$ cat config.mk
export PLATFORM = sky130hd
export DESIGN_NAME = oaief_cell
export DESIGN_NICKNAME = d
export VERILOG_FILES = /design/src/rtl/oaief_pkg.sv /design/src/rtl/oaief_cell.sv
export SDC_FILE = /design/constraint.sdc
export NUM_CORES = 1
export LEC_CHECK = 0
export BUFFER_PORTS_ARGS = -buffer_cell sky130_fd_sc_hd__clkbuf_2
export CAP_MARGIN = 20
export CORE_MARGIN = 5
export CORE_UTILIZATION = 30
export DETAILED_ROUTE_END_ITERATION = 7
export REMOVE_ABC_BUFFERS = 1
export SLEW_MARGIN = 20
export SYNTH_ARGS = -nofsm -noshare
export SYNTH_HDL_FRONTEND = slang
export SYNTH_SLANG_ARGS = --single-unit
$ cat constraint.sdc
create_clock -name clk_i -period 4.6 [get_ports clk_i]
set_input_delay 0.23 -clock clk_i [delete_from_list [all_inputs] [get_ports clk_i]]
set_output_delay 0.23 -clock clk_i [all_outputs]
set_load 0.02 [all_outputs]
$ cat src/rtl/oaief_pkg.sv
// shared types and constants for the ordered array core
`default_nettype none

package oaief_pkg;

  localparam int unsigned DATA_W      = 32;
  localparam int unsigned KIND_W      = 3;
  localparam int unsigned STATUS_W    = 2;
  // the find scanner looks at this many cells per cycle
  localparam int unsigned CHUNK_W     = 8;
  localparam int unsigned CHUNK_ENC_W = 3;

  typedef enum logic [KIND_W-1:0] {
    REQ_APPEND   = 3'd0,
    REQ_REMOVE   = 3'd1,
    REQ_INSERT   = 3'd2,
    REQ_ERASE    = 3'd3,
    REQ_FIND     = 3'd4
  } req_kind_e;

  typedef enum logic [STATUS_W-1:0] {
    ST_DONE      = 2'd0,
    ST_IGNORED   = 2'd1,
    ST_FULL      = 2'd2,
    ST_NOT_FOUND = 2'd3
  } status_e;

  typedef enum logic {
    CORE_IDLE = 1'b0,
    CORE_SCAN = 1'b1
  } core_state_e;

  // per-cell command for one request
  typedef struct packed {
    logic load_val;
    logic take_lower;
    logic take_upper;
    logic live;
  } cell_ctrl_t;

  typedef struct packed {
    logic hit;
    logic last;
  } scan_stat_t;

endpackage

`default_nettype wire

$ cat src/rtl/oaief_cell.sv
// one list cell: holds an entry, shifts to or from its neighbours, compares for find
`default_nettype none

module oaief_cell (
  input  logic                            clk_i,
  input  oaief_pkg::cell_ctrl_t           ctrl_i,
  input  logic [oaief_pkg::DATA_W-1:0]    value_i,
  input  logic [oaief_pkg::DATA_W-1:0]    lower_i,
  input  logic [oaief_pkg::DATA_W-1:0]    upper_i,
  output logic [oaief_pkg::DATA_W-1:0]    entry_o,
  output logic                            match_o
);

  logic [oaief_pkg::DATA_W-1:0] entry_q;
  logic [oaief_pkg::DATA_W-1:0] entry_d;

  always_comb begin
    entry_d = entry_q;
    if (ctrl_i.load_val) begin
      entry_d = value_i;
    end else if (ctrl_i.take_lower) begin
      entry_d = lower_i;
    end else if (ctrl_i.take_upper) begin
      entry_d = upper_i;
    end
  end

  always_ff @(posedge clk_i) begin
    entry_q <= entry_d;
  end

  assign entry_o = entry_q;
  assign match_o = ctrl_i.live && (entry_q == value_i);

endmodule

`default_nettype wire

# Word-level counts from Yosys, hierarchy flattened
# Cells that the tools add are included.
# word_totals
reg_bits	32
inputBits	101
output_inout_bits	33
wordCells	7
# op_classes
n_eq_ne	1
mux	3
n_reduce_logical	2
# ops
operator	n
$mux W32	3
$eq A32 B32 Y1	1
$reduce_bool A3 Y1	1
$logic_and A1 B1 Y1	1

# Logic depth before layout (Yosys ltp)
# depth
depth_word	3
ltp_mapped	4
ltp_nobuf	4

# Worst setup path after synthesis
# OpenSTA, ideal clock, no wires.
# synth_timing
path_type	register to output
startpoint	register entry_q, in the netlist entry_o[10]
endpoint	output port match_o
t_arrival_ns	1.631
required_ns	4.370
slack_ns	2.739
stages_incl_launch_ff	5
path_buffers	0
path_cell_list	edfxtp_1 > xor2_1 > a2111oi_2 > o2111ai_1 > nor4_2
# synth_via
elab_chain_len	2
# synth_rtl
element	line_no	rtl
start, declared	oaief_cell.sv:14	logic [oaief_pkg::DATA_W-1:0] entry_q;
start signal, assigned	oaief_cell.sv:29	entry_q <= entry_d;
$eq A32 B32 Y1	oaief_cell.sv:33	assign match_o = ctrl_i.live && (entry_q == value_i);
$logic_and A1 B1 Y1	oaief_cell.sv:33	
end, declared	oaief_cell.sv:11	output logic match_o
# No other way between the ends.

# Worst setup path after layout
# layout_timing
startpoint	register entry_q, in the netlist entry_o[31]
endpoint	output port match_o
# The elaborated chain is that of the path after synthesis.

==> impl_metrics.json <==
{
  "clk_path_buf_depth": 2,
  "cts_tree": "yes",
  "start_util_pct": 30.98,
  "layoutNonFillerInstCount": 394,
  "synthSimpleGateAreaFrac_pct": 9.677,
  "place_congestion": 0.7372,
  "post-route-util_pct": 43.79,
  "numPortBuffers": 133,
  "yosys.area_share.adder_pct": 0,
  "relSlewSlack_pct": 56.83,
  "clkSlewWorstSetupHoldPaths_ns": 0.06,
  "fp.dieArea_mm2": 0.008317,
  "antenna_found_initial": 0,
  "worstPathMaxFanout": 2,
  "gr-total-overflow": 0,
  "grt_pass1_wl_mm": 8.921,
  "final_common_cell": "clkbuf_2",
  "fmax_ghz": 0.4716,
  "syn_inst": 184,
  "hpwl_mm": 4.395,
  "cap_violations": 0,
  "drt-met1-wl_mm": 2.163,
  "setup-tns-final_ns": 0,
  "ctsHoldBuffers": 0,
  "drtIter0Drc": 28,
  "syn_area_per_cell_um2": 10.75,
  "finalHoldViolCount": 0,
  "rows": 29,
  "switchingPower_mw": 0.2372,
  "seqPwrFrac_pct": 48.1,
  "synth_top_family_by_area": "multiplexers",
  "worst_ir_drop_vdd_v": 0.0001114,
  "synth_mux_area_share_pct": 16.19,
  "synth_xor_area_share_pct": 13.73,
  "nets": 417,
  "synth_top_area_cell": "edfxtp_1",
  "top_layer": "met4",
  "critPathLaunchType": "register",
  "vias": 1756,
  "power_frac_comb_pct": 27.0,
  "cts.sinks": 32,
  "synth_compound_area_share_pct": 9.298,
  "wl_per_cell_um": 13.69,
  "area_growth_pct": 41.37,
  "ys_seq_area_share_pct": 48.58,
  "grt_max_degree": 66,
  "netlist.area_leader.share_pct": 48.58,
  "yosys_warnings": 0,
  "grt_pass1_vias": 1888,
  "die_y_um": 91.20,
  "worst_ep_required_time_ns": 4.37,
  "ys_types": 16,
  "postCtsSetupRepairBufs": 0,
  "internal_power_mw": 0.5611,
  "core_area_mm2": 0.006386,
  "grt_usage_pct": 12.99,
  "firstDrtPassIters": 4,
  "cts-resized-gates": 0,
  "power_frac_clock_pct": 24.9,
  "arrival_ns": 1.89,
  "root_buffer": "clkbuf_8",
  "placedCellCount": 386,
  "power_leakage_nw": 1.387,
  "powerDensity_mw_per_mm2": 285.5,
  "dr_wl_met3_um": 452,
  "drc_errors": 0,
  "ys_ff_latch": 32,
  "h-tree-depth": 2,
  "vias_per_cell": 4.457,
  "layout_common_cells": "clkbuf_2, nand2_1, mux2i_1, o21ai_0, edfxtp_1",
  "sw_frac_of_total_pct": 29.72,
  "end_kind": "output port",
  "timing.final.crit_share_pct": 46.10,
  "setup_viol": 0,
  "worstSetupPathType": "register to output port",
  "drive_gt1_share_pct": 45.11,
  "synth.area.top_cells": "edfxtp_1, mux2i_1, xor2_1, o21ai_0, nand2_1",
  "netlist_area_mm2": 0.001978,
  "routed_wl_mm": 5.395,
  "die_w_um": 91.20,
  "fin_crit_ns": 2.121,
  "slew_viol_final": 0,
  "hold_path.class": "primary input to register",
  "largest_register_ffs": 32,
  "antenna_left": 0,
  "worst_slew_pin_slew_ns": 0.6475,
  "cts_made_buffers": 5,
  "design.portCount": 134,
  "outcome": "finished, final reports clean",
  "rsz0062_at_grt": "no",
  "wl_met2_mm": 2.736,
  "antenna_cells": 0
}
==> cells in the mapped netlist <==
library cell,n
clkbuf_1,7
xnor2_1,4
nor4_1,6
nand3_1,1
o21ai_0,32
mux2i_1,32
buf_2,4
edfxtp_1,32
xor2_1,27
nor4_2,1
inv_1,1
a2111oi_2,1
o2111ai_1,1
nand2_1,33
or3_1,1
nand4_1,1
==> logic make-up (layout without fill, tap and decap cells) <==
| logic type | count (synthesis) | in the layout |
|---|---|---|
| and+or+nand+nor | 43 | 43 |
| AOI/OAI and AO/OA | 34 | 34 |
| muxes | 32 | 32 |
| DFF | 32 | 32 |
| xor gates and xnor gates | 31 | 31 |
| buffers and inverters | 12 | 145 |
==> stage by stage <==
stage               power (mW)  hold slack (ns)  cell area, µm²  setup WS [ns]
global placement        0.6067           0.5414            2716          2.465
finish                  0.7983           0.2668            2796          2.479
detailed placement      0.6109           0.5447            2716          2.400
CTS                     0.8163           0.2527            2796          2.400
global route            0.8483           0.2647            2796          2.274
floorplan               0.4978           0.4171            1932          2.739
==> metal layers <==
metal  vias up  global-route usage (%)
li1        929                       -
met1       751                   15.33
met2        72                   22.54
met3         4                   4.132
met4         0                   3.790
met5         -                       0
==> cell type report <==
| type | count | area [µm²] |
|---|---|---|
| Fill cell | 637 | 3590 |
| Inverter | 1 | 3.754 |
| Clock buffer | 7 | 76.32 |
| Tap cell | 77 | 96.34 |
| Clock inverter | 1 | 3.754 |
| Sequential cell | 32 | 960.9 |
| Multi-Input combinational cell | 140 | 967.2 |
| Timing Repair Buffer | 136 | 688.2 |
==> power by group through the flow <==
stage | combinational (mW) | clock, mW | sequential, mW
2_1_floorplan | 0.0667 | 0 | 0.431
3_3_place_gp | 0.218 | 0 | 0.389
3_5_place_dp | 0.221 | 0 | 0.390
4_1_cts | 0.221 | 0.211 | 0.384
5_1_grt | 0.240 | 0.220 | 0.388
6_report | 0.216 | 0.199 | 0.384
==> worst max-delay path, cell delays in order, from the launching register on <==
cell,delay (ns)
edfxtp_1,0.41
xor2_1,0.17
nor4_1,0.36
nand4_1,0.20
nor4_2,0.27
clkbuf_2,0.21
==> path summary, 6_finish.rpt <==
path,from,to,depth (start not counted)
worst min-delay path,value_i[12],entry_o[12]$_DFFE_PP_,3
worst max-delay path,entry_o[31]$_DFFE_PP_,match_o,5
No activity file was read; power rests on OpenSTA's default activity.
