File: config.mk
export PLATFORM = sky130hd
export DESIGN_NAME = oaief_scan
export DESIGN_NICKNAME = d
export VERILOG_FILES = /design/src/rtl/oaief_pkg.sv /design/src/rtl/oaief_scan.sv
export SDC_FILE = /design/constraint.sdc
export NUM_CORES = 1
export LEC_CHECK = 0
export ABC_AREA = 1
export BUFFER_PORTS_ARGS = -buffer_cell sky130_fd_sc_hd__clkbuf_2
export CORE_AREA = 2 2 78 80
export DETAILED_ROUTE_END_ITERATION = 7
export DIE_AREA = 0 0 80 82
export PLACE_DENSITY = 0.85
export SLEW_MARGIN = 10
export SYNTH_ARGS = -nofsm -noshare
export SYNTH_HDL_FRONTEND = slang
export SYNTH_SLANG_ARGS = --single-unit
File: constraint.sdc
create_clock -name clk_i -period 2.6 [get_ports clk_i]
set_input_delay 0 -clock clk_i [delete_from_list [all_inputs] [get_ports clk_i]]
set_output_delay 0 -clock clk_i [all_outputs]
set_load 0.005 [all_outputs]
File: src/rtl/oaief_pkg.sv
// shared types and constants for the ordered array core
`default_nettype none

package oaief_pkg;

  localparam int unsigned DATA_W      = 32;
  localparam int unsigned KIND_W      = 3;
  localparam int unsigned STATUS_W    = 2;
  // the find scanner looks at this many cells per cycle
  localparam int unsigned CHUNK_W     = 8;
  localparam int unsigned CHUNK_ENC_W = 3;

  typedef enum logic [KIND_W-1:0] {
    REQ_APPEND   = 3'd0,
    REQ_REMOVE   = 3'd1,
    REQ_INSERT   = 3'd2,
    REQ_ERASE    = 3'd3,
    REQ_FIND     = 3'd4
  } req_kind_e;

  typedef enum logic [STATUS_W-1:0] {
    ST_DONE      = 2'd0,
    ST_IGNORED   = 2'd1,
    ST_FULL      = 2'd2,
    ST_NOT_FOUND = 2'd3
  } status_e;

  typedef enum logic {
    CORE_IDLE = 1'b0,
    CORE_SCAN = 1'b1
  } core_state_e;

  // per-cell command for one request
  typedef struct packed {
    logic load_val;
    logic take_lower;
    logic take_upper;
    logic live;
  } cell_ctrl_t;

  typedef struct packed {
    logic hit;
    logic last;
  } scan_stat_t;

endpackage

`default_nettype wire

File: src/rtl/oaief_scan.sv
// lowest-match scanner: walks the captured match bits one chunk per cycle while step_i is set
`default_nettype none

module oaief_scan #(
  parameter int unsigned NUM_CHUNKS = 8,
  parameter int unsigned IDX_W      = 6
) (
  input  logic                                        clk_i,
  input  logic                                        rst_ni,
  input  logic                                        load_i,
  input  logic                                        step_i,
  input  logic [NUM_CHUNKS*oaief_pkg::CHUNK_W-1:0]    match_i,
  output oaief_pkg::scan_stat_t                       stat_o,
  output logic [IDX_W-1:0]                            idx_o
);

  localparam int unsigned MATCH_W = NUM_CHUNKS * oaief_pkg::CHUNK_W;
  localparam int unsigned CH_W    = (NUM_CHUNKS > 1) ? $clog2(NUM_CHUNKS) : 1;

  logic [MATCH_W-1:0]                   match_q, match_d;
  logic [CH_W-1:0]                      chunk_q, chunk_d;
  logic [oaief_pkg::CHUNK_W-1:0]        low;
  logic [oaief_pkg::CHUNK_ENC_W-1:0]    enc;

  always_comb begin
    match_d = match_q;
    chunk_d = chunk_q;
    if (load_i) begin
      match_d = match_i;
      chunk_d = '0;
    end else if (step_i) begin
      match_d = match_q >> oaief_pkg::CHUNK_W;
      chunk_d = chunk_q + CH_W'(1);
    end
  end

  always_ff @(posedge clk_i or negedge rst_ni) begin
    if (!rst_ni) begin
      chunk_q <= '0;
    end else begin
      chunk_q <= chunk_d;
    end
  end

  always_ff @(posedge clk_i) begin
    match_q <= match_d;
  end

  assign low = match_q[oaief_pkg::CHUNK_W-1:0];

  // lowest set bit wins
  always_comb begin
    enc = '0;
    for (int j = oaief_pkg::CHUNK_W - 1; j >= 0; j--) begin
      if (low[j]) begin
        enc = oaief_pkg::CHUNK_ENC_W'(j);
      end
    end
  end

  assign stat_o.hit  = |low;
  assign stat_o.last = (chunk_q == CH_W'(NUM_CHUNKS - 1));
  assign idx_o       = IDX_W'({chunk_q, enc});

endmodule

`default_nettype wire

Word-level counts from Yosys, hierarchy flattened
Index checks and enable logic that the tools add are counted.
- reduce and logical (&&, ||, !) cells: 2
- mux-type cells: 12
- equality and inequality tests: 1
- add/subtract/negate cells: 1
- operators with widths (cell ; number):
    $mux 64 ; 2
    $mux 3 ; 10
    $reduce_or 8->1 ; 1
    $add 3x1->3 const B ; 1
    $eq 3x3->1 const B ; 1
    $reduce_bool 2->1 ; 1
- logic and storage cells: 18
- output and inout bits: 8
- input port bits: 68
- flip-flop bits (word level): 67

Longest topological paths before layout
Gate-level depths: netlist (run 1).
- depth in word-level cells: 8
- depth in mapped cells: 7
- gate-level depth less buffers: 7

Worst setup path after synthesis (run 1)
Ideal clock, no wire load.
- path kind: input -> register
- from: input step_i
- to: register match_q[0] (enable)
- data required time: 2173 ps
- arrival time: 1453 ps
- cell stages on the path: 1
- path slack: 720 ps
- library setup time: 427 ps
- cell sequence: or2_1
- cells in the longest elaborated chain, start to end: 1
- RTL lines (what ; RTL line ; text):
    start, declared ; oaief_scan.sv:11 ; input logic step_i,
    $reduce_bool 2->1 (no line) ; - ;
    end signal, assigned ; oaief_scan.sv:46 ; match_q <= match_d;
    end, declared ; oaief_scan.sv:20 ; logic [MATCH_W-1:0] match_q, match_d;
No other way between the ends.
A chain may end at the register's enable or synchronous reset.

Worst setup path after layout (run 1)
- from: input step_i
- to: register match_q[53] (enable)
Same word-level chain as after synthesis.

==> metrics, run 1 <==
status completed; cell count after placement 437; Core Area 5746 um2; WS Path Type in2reg; Die Height 82 um; Seq cells post-synth 67; Crit path buffers/inverters 3; Clock Skew 0.009664 ns; Pwr per Cell Area 586.7 nW/um2; Worst-path clk slew 0.07 ns; vias in the first global route 2,581; Slew Viols, Final 0; Critical Path Max Stage Delay 0.56 ns; RR Endpoint chunk_q[2]; Clock Latency Late Sink 0.33 ns; GRT Total Usage 0.2333; Buffers on Ports 75; Worst Path Required 2.57 ns; GP Congestion 0.7218; cts bufs inserted 9; drt initial violations 123; DP HPWL 3482 um; Detailed Routing Iterations Pass 1 4; Routed Wire Length 7139 um; peak supply drop 417.1 uV; Synthesized Nets 368; commonest non-fill, non-tap cell in the layout nand2_1; final hold vios 0; nature of the critical path startpoint input pin; via/cell ratio 4.728; fmax 539.6 MHz; Final Util 0.7284; layout cells sized above 1 0.2027; Mapped Cells 298; Final Instance Count excl. Fillers 519; initial antenna violation count 0; ant diodes 0; antenna-violating nets left 0; Syn Area/Cell 9.892 um2; Leak 2.078 nW; CP endpoint match_q[53]; crit-path leading delay family buffers and inverters; Starting Density 0.5131; I/O Pins 76; clock sink count 67; die area 6560 um2; slowest CP cell dlygate4sd3_1; Post-DP Area 3341 um2; post-synthesis cell area 2948 um2; final setup fails 0; CTS root buf clkbuf_8; worst hold start load_i; GRT Residual Overflow 0; Worst-Margin Slew 0.9174 ns; R2R Path Start chunk_q[0]; sequential cell area 1997 um2; Max-Cap Viols 0; Multi-input gate area 788.3 um2; nets 510; Final period util 0.7127; Worst setup EP type flip-flop; RSZ-0062 raised after global routing false; Critical Path Stages 4; fillers 405; global-route wire length before repair 11,230 um; worst hold margin 0.2877 ns; via count 2,454; Syn-to-layout area delta 41.98%; Critical Path Fanout Max 40; setup TNS 0 ns; PostCTS Resize Cnt 0; FF-to-FF setup slack 1.40 ns; fin crit period 1.853 ns; CTS max path bufs 2; CTS tree yes; crit path launch step_i; Std-Cell Rows 28; sequential fraction of the synthesis area 0.6774; Slew HR 0.3875; Final Cell Area 4185 um2; worst-path cell chain dlygate4sd3_1 > clkbuf_2 > or2_2 > buf_4; H-tree depth 3; worst hold path class in2reg; most frequent cells in the layout nand2_1, clkbuf_2, dlygate4sd3_1, edfxtp_1, inv_1; wire per inst 13.76 um; DRC 0; Worst Path Arrival 1.82 ns; worst r2r path cells 4; Synth Warn # 0; largest net degree at the start of global routing 67; die width 80 um; WHS Path Cells 3; post-synth cell types 19
==> power breakdown <==
group / internal (mW) / switching [mW]
clock: 0.431 / 0.358
sequential: 1.31 / 0.0371
combinational: 0.159 / 0.159
total: 1.90 / 0.554
==> cells in the mapped netlist <==
| master | number | area [um2] |
|---|---|---|
| edfxtp_1 | 64 | 1922 |
| inv_1 | 18 | 67.56 |
| nor2_1 | 2 | 7.510 |
| inv_2 | 1 | 3.750 |
| xnor2_1 | 1 | 8.760 |
| nand4_1 | 1 | 6.260 |
| nand3_1 | 3 | 15.01 |
| buf_2 | 1 | 5.000 |
| buf_4 | 7 | 52.55 |
| clkbuf_1 | 3 | 11.26 |
| buf_6 | 2 | 22.52 |
| a31oi_1 | 1 | 6.260 |
| o21ai_0 | 2 | 10.01 |
| dfrtp_1 | 3 | 75.07 |
| ha_1 | 2 | 25.02 |
| a21oi_1 | 1 | 5.000 |
| nand2_1 | 183 | 686.9 |
| nor3_1 | 1 | 5.000 |
| or2_1 | 2 | 12.51 |
==> worst min-delay path: stages <==
cell and delay [ns]:
clkbuf_2 0.09, buf_4 0.31, nor2_1 0.17
==> worst min path at each step <==
stage	end	slack, ns
after floorplan	chunk_q[0]	-0.30
final	chunk_q[0]	0.29
after global placement	chunk_q[2]	-0.20
after detailed placement	chunk_q[0]	-0.20
after global routing	chunk_q[0]	0.33
after CTS	chunk_q[0]	0.28
==> sequential cells by signal, indices dropped and copies added (netlist names) <==
register,count
match_q,64
chunk_q,3
==> metrics by stage <==
stage          setup WS (ns)  power (mW)
2_1_floorplan         0.7204       1.502
3_5_place_dp          0.9237       1.596
4_1_cts               0.7859       2.452
5_1_grt               0.6572       2.575
6_report              0.7469       2.456
3_3_place_gp          0.9751       1.577
==> metal layers <==
metal  part of all wire  global-route usage  up-vias  routed length [um]
li1                   -                   -     1228                   -
met1               0.37              0.2353     1126                2646
met2               0.57              0.4542       85                4050
met3              0.045             0.05055       15                 320
met4              0.017              0.1085        0                 122
met5                  0                   0        -                   0
==> cell type report <==
class                      instances  area share
inverter                          19     0.01704
sequential                        67      0.4771
timing repair buffer             144      0.2535
tap                               75     0.02242
clock buffer                      11     0.03139
multi-input combinational        199      0.1883
clock inverter                     4     0.01016
==> cells by family after synthesis <==
family	count (synthesis)	share of synthesized area
AND/OR/NAND/NOR	192	0.2487
flip-flops	67	0.6774
buffers and inverters	32	0.05517
AO/OA/AOI/OAI	4	0.007215
adder cells (fa/ha/maj)	2	0.008488
XOR/XNOR	1	0.002972
==> timing repair <==
item	in CTS	in global routing
buffers inserted	0	0
hold buffers	67	0
endpoints found under the hold margin	70	0
No activity file was read; power rests on OpenSTA's default activity.
==> run 2, diff against run 1 <==
--- a/config.mk
+++ b/config.mk
@@ -7,10 +7,10 @@
 export LEC_CHECK = 0
 export ABC_AREA = 1
 export BUFFER_PORTS_ARGS = -buffer_cell sky130_fd_sc_hd__clkbuf_2
-export CORE_AREA = 2 2 78 80
+export CORE_AREA = 2 2 79 81
 export DETAILED_ROUTE_END_ITERATION = 7
-export DIE_AREA = 0 0 80 82
-export PLACE_DENSITY = 0.85
+export DIE_AREA = 0 0 81 83
+export PLACE_DENSITY = 0.84
 export SLEW_MARGIN = 10
 export SYNTH_ARGS = -nofsm -noshare
 export SYNTH_HDL_FRONTEND = slang
==> constraint.sdc (replaced) <==
create_clock -name clk_i -period 1.9 [get_ports clk_i]
set_input_delay 0 -clock clk_i [delete_from_list [all_inputs] [get_ports clk_i]]
set_output_delay 0 -clock clk_i [all_outputs]
set_load 0.005 [all_outputs]
==> run 2 against run 1 <==
- worst setup slack lost 0.22 ns
- sequential share of layout area shrank 0.30 points
- cell count grew 0.96%
- worst hold slack gained 0.18 ns
- count of clock-buffer cells in the layout grew 1
- global-route usage shrank 0.90 points
- core utilization shrank 0.43 points
- sequential cell count is the same
- first-iteration DRC count is the same
- sequential power grew 36%
==> metrics, run 2 (synthesis gave the netlist of run 1 again) <==
DP HPWL 3590 um (was 3482 um); Buffers on Ports 75 (unchanged); worst hold margin 0.4707 ns (was 0.2877 ns); fin crit period 1.370 ns; fillers 411 (was 405); Die Height 83 um (was 82 um); antenna-violating nets left 0 (unchanged); Worst-path clk slew 0.07 ns (about the same); initial antenna violation count 0 (unchanged); Clock Latency Late Sink 0.33 ns (about the same); sequential cell area 1997 um2 (unchanged); Slew HR 0.6071 (was 0.3875); Routed Wire Length 7003 um (was 7139 um); global-route wire length before repair 11,320 um (was 11,230 um); Pwr per Cell Area 773.8 nW/um2 (was 586.7 nW/um2); Slew Viols, Final 0 (unchanged); Worst Path Required 1.90 ns (was 2.57 ns); top flop regs match_q x64, chunk_q x3 (unchanged); most frequent cells in the layout nand2_1, clkbuf_2, dlygate4sd3_1, edfxtp_1, inv_1 (unchanged); worst hold path class in2reg (unchanged); Crit path buffers/inverters 1 (was 3); Core Area 5816 um2 (was 5746 um2); commonest non-fill, non-tap cell in the layout nand2_1 (unchanged); ant diodes 0 (unchanged); CTS tree yes (unchanged); layout cells sized above 1 0.2049 (was 0.2027); Leak 2.093 nW (was 2.078 nW); via/cell ratio 4.723 (was 4.728); CTS root buf clkbuf_8 (unchanged); final setup fails 0 (unchanged); die width 81 um (was 80 um); GP Congestion 0.6864 (was 0.7218); crit-path leading delay family simple AND/OR/NAND/NOR gates (was buffers and inverters); DRC 0 (unchanged); Clock Skew 0.004646 ns (was 0.009664 ns); cts bufs inserted 9 (unchanged); Critical Path Fanout Max 2 (was 40); Final Util 0.7242 (was 0.7284); worst-path cell chain or2_1 > nor3_1 > nand2_1 > clkbuf_2 (was dlygate4sd3_1 > clkbuf_2 > or2_2 > buf_4); Max-Cap Viols 0 (unchanged); die area 6723 um2 (was 6560 um2); CTS max path bufs 2 (unchanged); Largest register FFs 64 (unchanged); fmax 730.0 MHz; nets 514 (was 510); GRT Total Usage 0.2243 (was 0.2333); wire per inst 13.36 um (was 13.76 um); Critical Path Max Stage Delay 0.38 ns (was 0.56 ns); Starting Density 0.5069 (was 0.5131); slowest CP cell edfxtp_1 (was dlygate4sd3_1); setup bufs post-CTS 0 (unchanged); nature of the critical path startpoint flip-flop (was input pin); WS Path Type reg2out (was in2reg); largest net degree at the start of global routing 65 (was 67); clock sink count 67 (unchanged); H-tree depth 3 (unchanged); Worst-Margin Slew 0.5894 ns (was 0.9174 ns); final hold vios 0 (unchanged); I/O Pins 76 (unchanged); Multi-input gate area 788.3 um2 (unchanged); Worst Path Arrival 1.37 ns (was 1.82 ns); Worst setup EP type output port (was flip-flop); Top reg by flops match_q (unchanged); total chip power 3.259 mW (was 2.456 mW); via count 2,475 (was 2,454); peak supply drop 567.2 uV (was 417.1 uV); Detailed Routing Iterations Pass 1 4 (unchanged); Setup WS post-layout 0.5302 ns (was 0.7469 ns); setup TNS 0 ns (unchanged); Syn-to-layout area delta 42.87% (was 41.98%); status completed (unchanged); Final period util 0.7209; Std-Cell Rows 28 (unchanged); RSZ-0062 raised after global routing false (unchanged); vias in the first global route 2,593 (was 2,581); drt initial violations 123 (unchanged); GRT Residual Overflow 0 (unchanged); pre-CTS setup slack 0.6864 ns (was 0.9237 ns)
==> run 2: cell types whose count changed in the layout (fill, tap and decap cells not counted), sizes merged <==
cell,change
buf,+2
bufinv,-1
clkbuf,+1
clkinv,+1
dlygate4sd3,+2
==> run 2: path summary, 6_finish.rpt <==
path                              from     endpoint  slack (ns)  cells after the start
min                        match_i[46]  match_q[46]        0.47                      4
max reg2reg                 chunk_q[0]   chunk_q[0]        0.61                      3
min reg2reg                match_q[31]  match_q[23]        0.51                      2
max                         match_q[6]    stat_o[1]        0.53                      4
min in group asynchronous       rst_ni   chunk_q[0]        0.56                      3
max in group asynchronous       rst_ni   chunk_q[2]        1.18                      3
==> run 2: what timing repair did <==
item | 4_1_cts | 5_1_grt
resized for setup | 0 | 0
hold buffers | 69 | 0
hold endpoints to repair | 70 | 0
==> run 2: layer usage <==
metal | part of all wire | vias to the layer above | global-route usage | routed length (um)
met2 | 0.54 | 91 | 0.4080 | 3780
met4 | 0.037 | 0 | 0.1202 | 256
met1 | 0.37 | 1125 | 0.2304 | 2557
met3 | 0.058 | 23 | 0.05217 | 409
li1 | - | 1236 | - | -
met5 | 0 | - | 0 | 0
==> run 2: cell type report <==
cell class / count / area share
clock buffer: 12 / 0.03209
multi-input combinational: 199 / 0.1872
timing repair buffer: 148 / 0.2632
inverter: 19 / 0.01693
sequential: 67 / 0.4742
tap: 75 / 0.02228
clock inverter: 4 / 0.004159
==> run 2: worst register-to-register path: stages (launching register included) <==
cell and delay [ns]:
dfrtp_1 0.41, xnor2_1 0.16, nor2_1 0.05, dlygate4sd3_1 0.55
==> run 2: metrics by stage <==
stage | instance area, um2 | cells
2_1_floorplan | 2948 | 298
3_3_place_gp | 3368 | 439
3_5_place_dp | 3368 | 439
4_1_cts | 4212 | 524
5_1_grt | 4212 | 524
6_report | 4212 | 524
==> run 2: report_power, final <==
| part | leakage, nW | total (mW) | switching [mW] | internal [mW] |
|---|---|---|---|---|
| sequential | 0.711 | 1.84 | 0.0464 | 1.79 |
| clock | 0.0792 | 0.976 | 0.514 | 0.462 |
| combinational | 1.30 | 0.443 | 0.216 | 0.227 |
| total | 2.09 | 3.26 | 0.777 | 2.48 |
